<file path="src/cht_pkg.sv">
`timescale 1ns / 1ps
// Package for the canonical Huffman code table: field widths, command and
// status codes, and the control/status structs between controller and datapath.
package cht_pkg;

  localparam int CMD_W  = 3;
  localparam int SYM_W  = 9;
  localparam int LEN_W  = 4;
  localparam int CODE_W = 15;
  localparam int STAT_W = 2;

  localparam int DEF_MAX_ENTRIES   = 512;
  localparam int DEF_MAX_CODE_BITS = 15;

  localparam logic [CMD_W-1:0] CMD_CLEAR  = 3'd0;
  localparam logic [CMD_W-1:0] CMD_APPEND = 3'd1;
  localparam logic [CMD_W-1:0] CMD_BUILD  = 3'd2;
  localparam logic [CMD_W-1:0] CMD_DECODE = 3'd3;
  localparam logic [CMD_W-1:0] CMD_ENCODE = 3'd4;

  localparam logic [STAT_W-1:0] ST_OK   = 2'd0;
  localparam logic [STAT_W-1:0] ST_FULL = 2'd1;
  localparam logic [STAT_W-1:0] ST_OVER = 2'd2;
  localparam logic [STAT_W-1:0] ST_MISS = 2'd3;

  // Micro-operations that the controller requests from the datapath.
  typedef struct packed {
    logic capture;
    logic clear_tbl;
    logic append;
    logic build_init;
    logic idx_clr;
    logic idx_inc;
    logic pass_inc;
    logic rd;
    logic reorder_wr;
    logic flip;
    logic assign_wr;
    logic set_built;
    logic res_ok;
    logic res_miss;
    logic res_over;
    logic res_hit;
    logic out_load;
  } dp_cmd_t;

  // Conditions that the datapath reports back.
  typedef struct packed {
    logic [CMD_W-1:0] cmd;
    logic             at_end;
    logic             pass_last;
    logic             lookup_skip;
    logic             match;
    logic             assign_fail;
  } dp_stat_t;

endpackage

</file>
<file path="src/cht_ctrl.sv">
`timescale 1ns / 1ps
// Controller of the code table: sequences clear, append, build and lookups
// over the datapath and owns the handshakes. Depends on cht_pkg.
module cht_ctrl (
  input  logic               clk_i,
  input  logic               rst_ni,
  input  logic               in_valid_i,
  output logic               in_ready_o,
  output logic               out_valid_o,
  input  logic               out_ready_i,
  output cht_pkg::dp_cmd_t   cmd_o,
  input  cht_pkg::dp_stat_t  stat_i
);
  import cht_pkg::*;

  typedef enum logic [3:0] {
    S_IDLE, S_DISPATCH, S_R_READ, S_R_EVAL, S_A_READ, S_A_EVAL,
    S_L_READ, S_L_EVAL, S_FIN
  } state_e;

  state_e state_q, state_d;
  logic   out_valid_q, out_valid_d;
  logic   out_free;

  assign out_free    = !out_valid_q || out_ready_i;
  assign in_ready_o  = (state_q == S_IDLE);
  assign out_valid_o = out_valid_q;

  always_comb begin
    cmd_o       = '0;
    state_d     = state_q;
    out_valid_d = out_valid_q && !out_ready_i;
    unique case (state_q)
      S_IDLE: begin
        if (in_valid_i) begin
          cmd_o.capture = 1'b1;
          state_d       = S_DISPATCH;
        end
      end
      S_DISPATCH: begin
        unique case (stat_i.cmd)
          CMD_CLEAR: begin
            cmd_o.clear_tbl = 1'b1;
            cmd_o.res_ok    = 1'b1;
            state_d         = S_FIN;
          end
          CMD_APPEND: begin
            cmd_o.append = 1'b1;
            state_d      = S_FIN;
          end
          CMD_BUILD: begin
            cmd_o.build_init = 1'b1;
            cmd_o.idx_clr    = 1'b1;
            state_d          = S_R_READ;
          end
          CMD_DECODE, CMD_ENCODE: begin
            if (stat_i.lookup_skip) begin
              cmd_o.res_miss = 1'b1;
              state_d        = S_FIN;
            end else begin
              cmd_o.idx_clr = 1'b1;
              state_d       = S_L_READ;
            end
          end
          default: begin
            cmd_o.res_ok = 1'b1;
            state_d      = S_FIN;
          end
        endcase
      end
      S_R_READ: begin
        if (stat_i.at_end) begin
          cmd_o.idx_clr = 1'b1;
          if (stat_i.pass_last) begin
            cmd_o.flip = 1'b1;
            state_d    = S_A_READ;
          end else begin
            cmd_o.pass_inc = 1'b1;
          end
        end else begin
          cmd_o.rd = 1'b1;
          state_d  = S_R_EVAL;
        end
      end
      S_R_EVAL: begin
        cmd_o.reorder_wr = 1'b1;
        cmd_o.idx_inc    = 1'b1;
        state_d          = S_R_READ;
      end
      S_A_READ: begin
        if (stat_i.at_end) begin
          cmd_o.set_built = 1'b1;
          cmd_o.res_ok    = 1'b1;
          state_d         = S_FIN;
        end else begin
          cmd_o.rd = 1'b1;
          state_d  = S_A_EVAL;
        end
      end
      S_A_EVAL: begin
        if (stat_i.assign_fail) begin
          cmd_o.res_over = 1'b1;
          state_d        = S_FIN;
        end else begin
          cmd_o.assign_wr = 1'b1;
          cmd_o.idx_inc   = 1'b1;
          state_d         = S_A_READ;
        end
      end
      S_L_READ: begin
        if (stat_i.at_end) begin
          cmd_o.res_miss = 1'b1;
          state_d        = S_FIN;
        end else begin
          cmd_o.rd = 1'b1;
          state_d  = S_L_EVAL;
        end
      end
      S_L_EVAL: begin
        if (stat_i.match) begin
          cmd_o.res_hit = 1'b1;
          state_d       = S_FIN;
        end else begin
          cmd_o.idx_inc = 1'b1;
          state_d       = S_L_READ;
        end
      end
      S_FIN: begin
        if (out_free) begin
          cmd_o.out_load = 1'b1;
          out_valid_d    = 1'b1;
          state_d        = S_IDLE;
        end
      end
      default: state_d = S_IDLE;
    endcase
  end

  always_ff @(posedge clk_i or negedge rst_ni) begin
    if (!rst_ni) begin
      state_q     <= S_IDLE;
      out_valid_q <= 1'b0;
    end else begin
      state_q     <= state_d;
      out_valid_q <= out_valid_d;
    end
  end

`ifndef NO_ASSERTIONS
  a_one_result : assert property (@(posedge clk_i) disable iff (!rst_ni)
    (out_valid_q && !out_ready_i) |-> !cmd_o.out_load)
    else $error("result overwritten before its transfer");
  a_accept_idle : assert property (@(posedge clk_i) disable iff (!rst_ni)
    cmd_o.capture |=> (state_q == S_DISPATCH))
    else $error("accepted request not dispatched");
  a_single_result : assert property (@(posedge clk_i) disable iff (!rst_ni)
    $countones({cmd_o.res_ok, cmd_o.res_miss, cmd_o.res_over, cmd_o.res_hit}) <= 1)
    else $error("conflicting result selects");
`endif

endmodule

</file>
<file path="config.mk">
export PLATFORM = sky130hd
export DESIGN_NAME = cht_ctrl
export DESIGN_NICKNAME = d
export VERILOG_FILES = /design/src/cht_pkg.sv /design/src/cht_ctrl.sv
export SDC_FILE = /design/constraint.sdc
export NUM_CORES = 1
export LEC_CHECK = 0
export ABC_CLOCK_PERIOD_IN_PS = 2500
export BUFFER_PORTS_ARGS = -buffer_cell sky130_fd_sc_hd__buf_2
export CORE_MARGIN = 1
export CORE_UTILIZATION = 35
export DETAILED_ROUTE_END_ITERATION = 10
export HOLD_SLACK_MARGIN = 0.1
export MAX_ROUTING_LAYER = met4
export PLACE_DENSITY = 0.75
export SYNTH_ARGS = -nofsm -noshare
export SYNTH_HDL_FRONTEND = slang
export SYNTH_SLANG_ARGS = --single-unit
</file>
<file path="constraint.sdc">
create_clock -name clk_i -period 2.5 [get_ports clk_i]
set_clock_uncertainty 0.1 [all_clocks]
set_input_delay 0.5 -clock clk_i [delete_from_list [all_inputs] [get_ports clk_i]]
set_output_delay 0.5 -clock clk_i [all_outputs]
set_load 0.1 [all_outputs]
</file>
After elaboration in Yosys (flattened, before gate mapping) --
Cells that the tools add are included.
Word-level totals: flip-flop bits (word level) 5, input bits 12, output and inout port bits 19
Cells by class: equality and inequality tests 15, mux-type cells 49, reductions and logical operators 10
Operator list (number):
- 2-to-1 mux 4 bit | 9
- one-hot mux 4 bit (9 select lines) | 1
- 2-to-1 mux 1 bit | 31
- equality test 4 x 3 -> 1 bit (second input constant) | 4
- equality test 4 x 2 -> 1 bit (second input constant) | 2
- one-hot mux 1 bit (2 select lines) | 4
- one-hot mux 4 bit (2 select lines) | 1
- equality test 3 x 2 -> 1 bit (second input constant) | 2
- equality test 4 x 1 -> 1 bit (second input constant) | 1
- equality test 4 bit (second input constant) | 1
- zero test 4 bit | 1
- inequality test 2 bit (second input constant) | 2
- OR reduction 4 bit | 1
- equality test 3 x 1 -> 1 bit (second input constant) | 1
- equality test 3 bit (second input constant) | 1
- zero test 3 bit | 1
- 2-to-1 mux 3 bit | 1
- inequality test 3 bit (second input constant) | 1
- one-hot mux 1 bit (3 select lines) | 1
- AND reduction 3 bit | 1
- OR reduction 3 bit | 1
- zero test 1 bit | 2
- 2-to-1 mux 2 bit | 1
- OR reduction 2 bit | 1
- other kinds (2) | 2

Logic depth before layout (Yosys ltp) --
Gate-level depths: netlist (run 1).
word-level depth 4, depth in mapped cells 5, gate-level depth less buffers 4

Worst setup path after synthesis (run 1) --
OpenSTA, ideal clock, no wires.
path kind reg-to-output, from register state_q[3], to output port cmd_o[16] (netlist name), arrival 4460 ps, required time 1900 ps, path slack -2560 ps, stages on the path, launching flop included 4, path buffers 1, cell sequence dfrtp_1 buf_2 nor4_1 and2_1
RTL lines:
- start: declaration | line cht_ctrl.sv:21 | state_e state_q, state_d;
- start signal: assignment | line cht_ctrl.sv:144 | state_q <= state_d;
- end: declaration | line cht_ctrl.sv:11 | output cht_pkg::dp_cmd_t cmd_o,

==> impl_metrics.csv, run 1 <==
group,metric,value,unit
critical_path,reg2regPathDepth,5,
routing,drc,0,
yosys,synthFlopType,"dfrtp_1",
clocking,insertion_delay,240,ps
floorplanning,io_pins,31,
placement,gp_congestion,0.779,
routing,avgViaCountPerCell,5.44,
global_routing,grt_pass1_vias,652,
timing,finalSetupViolations,0,
clocking,clock-sinks,5,
min_path,min_path_type,"in2reg",
min_path,hp-start,"out_ready_i",
yosys,synth_top_family_by_area,"simple AND/OR/NAND/NOR gates",
routing,first_iter_violations,7,
placement,dpl.cell_count,118,
critical_path,required,1900,ps
critical_path,cp-end-kind,"output pin",
yosys,muxShareOfSynthArea,0.0169,
clocking,clk_pin_slew,40,ps
routing,drt-wirelength-per-cell,13.5,um
yosys,synth_xor_area_frac,0.0148,
power,irDropWorstVdd,751,uV
yosys,synth_nets,86,
floorplanning,rows,14,
critical_path,r2r_start,"state_q[0]",
critical_path,rrSetupSlack,820,ps
floorplanning,die_width,43.1,um
cells_and_area,diodes,0,
timing,setup_slack,114,ps
critical_path,crit_type,"reg2out",
clocking,cts_buffers,3,
critical_path,slowest_delay,460,ps
timing,worst_pin_slew,495,ps
yosys,yosysWarnings,0,
clocking,cts_tree,"built",
yosys,synth_seq_cells,5,
yosys,synth_compound_area_frac,0.125,
critical_path,cp_slowest_cell,"dfrtp_1",
yosys,yosysMostFrequentCell,"nor2_1",
timing,slew_violations,0,
critical_path,critPathMaxFanout,10,
yosys,synthAdderAreaFrac,0,
power,p_per_area,1310,mW/mm^2
cells_and_area,synthToLayoutAreaGrowth,73.4,%
routing,drtPass1Iterations,3,
global_routing,grt_usage,0.194,
global_routing,grt_pass1_wl,2780,um
timing,hold_violations,0,
placement,place_ws,324,ps
cells_and_area,final-instance-count-excl-fill,123,
clocking,h-tree-depth,1,
timing,fmax,419,MHz
floorplanning,die_y,43.1,um
cells_and_area,nets,120,
timing,holdWs,488,ps
min_path,holdPathEnd,"out_valid_o",
critical_path,critPathLaunchType,"register",
yosys,synthesis.area,592,um^2
clocking,cts_buffer_depth,2,
yosys,synth-edff-count,0,
timing,fin_crit_sh,0.954,
routing,vias,669,
placement,portBuffers,30,
global_routing,grt-ovfl-total,0,
yosys,yosys.area.top_type,"dfrtp_1",
yosys,synth_top_area_frac,0.211,
min_path,min_path_cells,3,
cells_and_area,drive_gt1_frac,0.533,
critical_path,crit_arrival,1790,ps
floorplanning,die_area,0.00186,mm^2
yosys,syn_area_per_cell,8.00,um^2
timing,slew_headroom,0.672,
floorplanning,initial_core_util,0.384,
clocking,cts_root_buf,"clkbuf_4",
outcome,status,"complete, no violations",
yosys,yosys.area_share.simple,0.569,
timing,fin_setup_tns,0,ps
yosys,ys_top_cells_by_area,"dfrtp_1 (21%), nor2_1 (6.3%), nor4b_2 (5.1%)",
routing,ant_nets,0,
power,p_leak,0.474,nW
power,p_total,0.00134,W
routing,wl,1660,um
yosys,synth_cell_types,38,
yosys,ys_top_cells_by_count,"nor2_1 (10), nand2_1 (6), dfrtp_1 (5)",
global_routing,grt_max_degree,15,
timing,rsz0062_at_grt,"false",
critical_path,crit_chain,"buf_4 > nor4_4 > and2_2 > buf_2",
run,maxCapViolations,0,
yosys,ys_async_sr_fraction,1.00,
yosys,syn-instance-count,74,
global_routing,antenna_found_initial,0,
critical_path,r2r-end,"state_q[3]",
timing,fin_crit,2390,ps
placement,dp_hpwl,1330,um
yosys,synth-seq-area-share,0.211,
floorplanning,core-area,0.00154,mm^2
[worst max-delay path: cells and delay by family, from the launching register on]
family | cells | cell delay [ps]
flip-flops | 1 | 460
AND/OR/NAND/NOR | 2 | 450
buffers and inverters | 2 | 640
[timing repair]
action,4_1_cts,5_1_grt
hold buffers,1,0
resized for setup,0,1
buffers inserted,0,0
endpoints found under the hold margin,5,0
endpoints found under the setup margin,0,4
[logic make-up (layout without fill, tap and decap cells)]
kind of cell	after synthesis	count (layout)
flip-flops	5	5
AO/OA/AOI/OAI	10	10
AND/OR/NAND/NOR	51	51
buffers and inverters	6	39
multiplexers	1	1
XOR/XNOR	1	1
[how the worst max path moves through the flow]
| stage | startpoint | to | slack (ps) | cells past startpoint |
|---|---|---|---|---|
| floorplan | state_q[0] | cmd_o[9] | -530 | 2 |
| global placement | stat_i[7] | cmd_o[3] | 330 | 6 |
| detailed placement | stat_i[6] | cmd_o[12] | 320 | 6 |
| CTS | state_q[1] | cmd_o[13] | 70 | 4 |
| global route | state_q[0] | cmd_o[16] | 6 | 4 |
| finish | state_q[0] | cmd_o[16] | 110 | 4 |
[registers in the layout, indices dropped and copies added, names as in the netlist]
signal       flops
state_q          4
out_valid_o      1
[placed cells by master (no fill, tap or decap), types with 3 or more instances in the layout]
| cell type | netlist | final |
|---|---|---|
| nor2b_1 | 4 | 4 |
| nand2_1 | 6 | 6 |
| a21oi_1 | 3 | 3 |
| nor4b_4 | 1 | 3 |
| buf_2 | 3 | 21 |
| buf_4 | 1 | 3 |
| dfrtp_1 | 5 | 4 |
| and3_1 | 4 | 3 |
| buf_12 | 0 | 9 |
| clkbuf_4 | 0 | 3 |
| nor2_1 | 10 | 8 |
[routing by layer]
layer	vias up	global-route usage	part of all wire
met1	311	0.243	0.45
li1	333	-	-
met3	0	0.0383	0.045
met4	0	0.0182	0
met5	-	-	0
met2	25	0.334	0.51
[power breakdown]
group / internal (W) / total (W) / switching (W)
logic: 0.000292 / 0.00105 / 0.000763
registers: 0.000115 / 0.000197 / 0.0000821
clock network: 0.0000602 / 0.0000905 / 0.0000303
total: 0.000467 / 0.00134 / 0.000875
[through the flow]
step / instance area, um^2 / util
2_1_floorplan: 694 / -
3_3_place_gp: 988 / 0.641
3_5_place_dp: 988 / 0.641
4_1_cts: 1020 / 0.665
5_1_grt: 1030 / 0.666
6_report: 1030 / 0.666
[area by class of cell]
cell class | count | area [um^2]
inverter | 1 | 3.75
sequential | 5 | 126
tap | 16 | 20.0
timing repair buffer | 34 | 318
clock buffer | 4 | 26.3
multi-input combinational | 63 | 532
fill | 114 | 515
Power figures use the tool's default switching activity.
==> inputs of run 2 (changes only) <==
--- a/config.mk
+++ b/config.mk
@@ -5,6 +5,7 @@
 export SDC_FILE = /design/constraint.sdc
 export NUM_CORES = 1
 export LEC_CHECK = 0
+export ABC_AREA = 1
 export ABC_CLOCK_PERIOD_IN_PS = 2500
 export BUFFER_PORTS_ARGS = -buffer_cell sky130_fd_sc_hd__buf_2
 export CORE_MARGIN = 1
@@ -12,7 +13,7 @@
 export DETAILED_ROUTE_END_ITERATION = 10
 export HOLD_SLACK_MARGIN = 0.1
 export MAX_ROUTING_LAYER = met4
-export PLACE_DENSITY = 0.75
+export PLACE_DENSITY = 0.76
 export SYNTH_ARGS = -nofsm -noshare
 export SYNTH_HDL_FRONTEND = slang
 export SYNTH_SLANG_ARGS = --single-unit
==> impl_metrics.csv, run 2 <==
group,metric,value,unit
timing,fmax,425,MHz
yosys,syn_area_per_cell,5.48,um^2
clocking,clock-sinks,5,
yosys,synthesis.area,548,um^2
cells_and_area,nets,148,
clocking,cts_root_buf,"clkbuf_4",
clocking,clk_pin_slew,40,ps
cells_and_area,synthToLayoutAreaGrowth,40.9,%
global_routing,grt-ovfl-total,0,
floorplanning,die_y,41.6,um
yosys,ys_top_cells_by_area,"dfrtp_1 (23%), inv_1 (16%), nand3_1 (16%)",
cells_and_area,drive_gt1_frac,0.341,
cells_and_area,largest_register_ffs,4,
yosys,ys_async_sr_fraction,1.00,
routing,avgViaCountPerCell,4.80,
timing,worst_pin_slew,492,ps
yosys,ys_top_cells_by_count,"inv_1 (24), nand2_1 (18), nor2_1 (18), nand3_1 (17), dfrtp_1 (5)",
timing,finalSetupViolations,0,
floorplanning,die_area,0.00173,mm^2
yosys,yosysWarnings,0,
clocking,cts_buffer_depth,2,
yosys,synthFlopType,"dfrtp_1",
cells_and_area,mostFrequentLayoutCell,"buf_2",
global_routing,grt_max_degree,8,
clocking,cts_tree,"built",
placement,portBuffers,30,
yosys,synth-seq-area-share,0.228,
critical_path,required,1900,ps
clocking,h-tree-depth,1,
floorplanning,io_pins,31,
min_path,min_path_type,"in2reg",
routing,vias,720,
outcome,status,"complete, no violations",
cells_and_area,final_cell_mix,"buf_2 (30), inv_1 (24), nand2_1 (18)",
routing,ant_nets,0,
critical_path,crit_type,"reg2out",
timing,setup_slack,145,ps
run,maxCapViolations,0,
cells_and_area,finalInstanceArea,772,um^2
timing,slew_headroom,0.674,
global_routing,grt_usage,0.196,
yosys,synth_nets,112,
yosys,synth_top_area_frac,0.228,
routing,drc,0,
cells_and_area,diodes,0,
critical_path,crit_arrival,1760,ps
timing,rsz0062_at_grt,"false",
global_routing,grt_pass1_vias,629,
yosys,yosysMostFrequentCell,"inv_1",
yosys,synth_cell_types,12,
timing,hold_violations,0,
critical_path,cp-end-kind,"output pin",
floorplanning,die_width,41.6,um
placement,place_area,736,um^2
yosys,synth_seq_cells,5,
placement,place_ws,306,ps
routing,drtPass1Iterations,6,
cells_and_area,top_register,"state_q",
global_routing,antenna_found_initial,0,
timing,slew_violations,0,
timing,fin_crit,2360,ps
floorplanning,core-area,0.00138,mm^2
yosys,syn-instance-count,100,
timing,fin_setup_tns,0,ps
placement,gp_congestion,0.889,
timing,fin_crit_sh,0.942,
routing,drt-wirelength-per-cell,9.27,um
placement,dp_hpwl,1210,um
floorplanning,rows,13,
global_routing,grt_pass1_wl,2570,um
routing,wl,1390,um
critical_path,critPathLaunchType,"register",
clocking,post_cts_resized,0,
floorplanning,initial_core_util,0.396,
clocking,insertion_delay,240,ps
routing,first_iter_violations,17,
clocking,cts_buffers,3,
yosys,yosys.area.top_type,"dfrtp_1",
critical_path,critPathMaxFanout,7,
yosys,synth-edff-count,0,
-- run 2: cell count changes after synthesis, moves of 4 or more --
| cell | previous run | this run |
|---|---|---|
| nand2_1 | 6 | 18 |
| nor2b_1 | 4 | 0 |
| and3_1 | 4 | 0 |
| nor2_1 | 10 | 18 |
| inv_1 | 1 | 24 |
| nor4_1 | 4 | 0 |
| nand3_1 | 1 | 17 |
-- run 2: kinds of logic (layout without fill, tap and decap cells) --
kind of cell,after synthesis,count (layout),share of synthesized area
buffers and inverters,26,61,0.178
AND/OR/NAND/NOR,64,64,0.548
flip-flops,5,5,0.228
AO/OA/AOI/OAI,5,5,0.0457
-- run 2: path summary, 6_finish.rpt --
kind                             startpoint          end  slack, ps  depth (start not counted)
min in group asynchronous            rst_ni   state_q[0]        500                          2
worst min-delay path            out_ready_i  out_valid_o        380                          2
worst min register to register  out_valid_o  out_valid_o        470                          2
worst max-delay path             state_q[0]     cmd_o[9]        140                          6
max in group asynchronous            rst_ni   state_q[2]       1670                          2
worst max register to register   state_q[0]   state_q[2]       1110                          6
-- run 2: critical path, cell delays in order, from the launching register on --
cell	delay, ps
dfrtp_1	440
nor2_1	300
nand2_2	130
nor2_1	120
nor2_1	70
inv_1	50
buf_2	410
-- run 2: layout make-up --
cell class | count | area [um^2]
Sequential cell | 5 | 125
Multi-Input combinational cell | 69 | 344
Fill cell | 142 | 611
Tap cell | 15 | 18.8
Inverter | 26 | 97.6
Timing Repair Buffer | 31 | 160
Clock buffer | 4 | 26.3
-- run 2: through the flow --
| step | cells | util | hold WS, ps |
|---|---|---|---|
| after floorplan | 100 | - | 104 |
| after global placement | 145 | 0.532 | 212 |
| after detailed placement | 145 | 0.532 | 214 |
| after CTS | 150 | 0.558 | 374 |
| after global routing | 150 | 0.558 | 408 |
| final | 150 | 0.558 | 379 |
-- run 2: routing by layer --
metal	wire, um	global-route usage	part of all wire	vias up
li1	-	-	-	380
met1	676	0.272	0.49	316
met2	643	0.288	0.46	22
met3	55	0.0261	0.040	2
met4	16	0.0774	0.012	0
met5	0	-	0	-
-- run 2: what timing repair did --
action | CTS | global route
setup buffers | 0 | 0
endpoints found under the hold margin | 5 | 0
hold buffers | 1 | 0
Power of run 2 is left out: the tool's default activity adds up to more than one toggle a clock period on the data nets, which glitch-free logic cannot reach.
==> inputs of run 3 (changes only) <==
==> constraint.sdc (replaced) <==
create_clock -name clk_i -period 2.5 [get_ports clk_i]
set_clock_uncertainty 0.1 [all_clocks]
set_input_delay 0.25 -clock clk_i [delete_from_list [all_inputs] [get_ports clk_i]]
set_output_delay 0.25 -clock clk_i [all_outputs]
set_load 0.1 [all_outputs]
==> impl_metrics.csv, run 3 (synthesis gave the netlist of run 2 again) <==
group,metric,value,unit
critical_path,rrSetupSlack,1160,ps
cells_and_area,nets,148,
cells_and_area,synthToLayoutAreaGrowth,38.8,%
critical_path,crit_arrival,1720,ps
floorplanning,core-area,0.00138,mm^2
critical_path,required,2150,ps
critical_path,r2r-end,"state_q[2]",
clocking,insertion_delay,240,ps
critical_path,slowest_delay,450,ps
clocking,clock-sinks,5,
floorplanning,initial_core_util,0.396,
floorplanning,die_y,41.6,um
global_routing,grt_max_degree,8,
critical_path,crit_top_cell,"nor2_4",
timing,slew_violations,0,
critical_path,reg2regPathDepth,6,
min_path,hp-start,"out_ready_i",
critical_path,cp-end-kind,"output pin",
timing,finalSetupViolations,0,
critical_path,r2r_start,"state_q[0]",
cells_and_area,largest_register_ffs,4,
min_path,min_path_type,"in2reg",
critical_path,cp.depth,6,
critical_path,crit_type,"reg2out",
routing,drc,0,
cells_and_area,drive_gt1_frac,0.311,
clocking,cts_tree,"built",
routing,drtPass1Iterations,4,
cells_and_area,mostFrequentLayoutCell,"buf_2",
clocking,h-tree-depth,1,
timing,fin_setup_tns,0,ps
routing,first_iter_violations,16,
clocking,cts_buffer_depth,2,
timing,fin_crit_sh,0.828,
timing,hold_violations,0,
global_routing,grt_pass1_vias,608,
routing,vias,709,
critical_path,critPathLaunchType,"register",
clocking,clk_pin_slew,40,ps
clocking,cts_buffers,3,
cells_and_area,nFillCells,143,
timing,rsz0062_at_grt,"false",
critical_path,crit_chain,"nor2_4 > inv_2 > nor2_4 > inv_1 > nor3_2 > buf_2",
critical_path,cp_slowest_cell,"dfrtp_1",
run,maxCapViolations,0,
routing,wl,1380,um
placement,dpl.cell_count,145,
outcome,status,"complete, no violations",
timing,fin_crit,2070,ps
routing,avgViaCountPerCell,4.73,
critical_path,critPathMaxFanout,6,
floorplanning,rows,13,
global_routing,grt_pass1_wl,2390,um
global_routing,grt-ovfl-total,0,
clocking,post_cts_buffers,0,
cells_and_area,top_register,"state_q",
critical_path,cp_top_family,"buffers and inverters",
floorplanning,die_width,41.6,um
min_path,min_path_cells,2,
global_routing,grt_usage,0.177,
floorplanning,die_area,0.00173,mm^2
timing,slew_headroom,0.675,
placement,gp_congestion,0.908,
routing,ant_nets,0,
timing,fmax,483,MHz
clocking,post_cts_resized,0,
cells_and_area,final_cell_mix,"buf_2 (30), inv_1 (24), nand2_1 (18)",
cells_and_area,diodes,0,
timing,worst_pin_slew,491,ps
global_routing,antenna_found_initial,0,
cells_and_area,final-instance-count-excl-fill,150,
routing,drt-wirelength-per-cell,9.19,um
clocking,cts_root_buf,"clkbuf_4",
placement,portBuffers,30,
critical_path,cp_num_buf_inv,3,
placement,dp_hpwl,1200,um
floorplanning,io_pins,31,
min_path,holdPathEnd,"out_valid_o",
==> run 3: cell counts in the layout (fill, tap and decap cells not counted) <==
Identical to the previous run, type by type.
==> run 3: layout make-up <==
type                       count  area [um^2]  share of cell area
clock buffer                   4         26.3              0.0345
inverter                      26         97.6               0.128
multi-input combinational     69          333               0.437
sequential                     5          125               0.164
tap                           15         18.8              0.0247
timing repair buffer          31          160               0.211
==> run 3: how the worst max path moves through the flow <==
stage	start	end	slack, ps
floorplan	state_q[3]	cmd_o[13]	20
global placement	state_q[3]	cmd_o[4]	650
detailed placement	state_q[3]	cmd_o[15]	670
CTS	state_q[3]	cmd_o[15]	410
global route	state_q[0]	cmd_o[9]	300
finish	state_q[3]	cmd_o[15]	430
==> run 3: through the flow <==
| stage | hold slack, ps | setup WS [ps] | instance area (um^2) | utilization |
|---|---|---|---|---|
| CTS | 127 | 411 | 761 | 0.550 |
| finish | 135 | 429 | 761 | 0.550 |
| global placement | -36.4 | 650 | 724 | 0.524 |
| floorplan | -146 | 23.2 | 556 | - |
| global route | 131 | 298 | 761 | 0.550 |
| detailed placement | -34.1 | 670 | 724 | 0.524 |
==> run 3: routing by layer <==
| metal | vias to the layer above | routed length (um) | GRT usage |
|---|---|---|---|
| met1 | 306 | 658 | 0.218 |
| met2 | 23 | 662 | 0.288 |
| met4 | 0 | 0 | 0.0581 |
| met3 | 0 | 59 | 0.0391 |
| li1 | 380 | - | - |
| met5 | - | 0 | - |
==> run 3: what timing repair did <==
item	4_1_cts	5_1_grt
endpoints found under the hold margin	5	0
endpoints found under the setup margin	0	0
hold buffers	1	0
Power of run 3 is left out for the same reason.
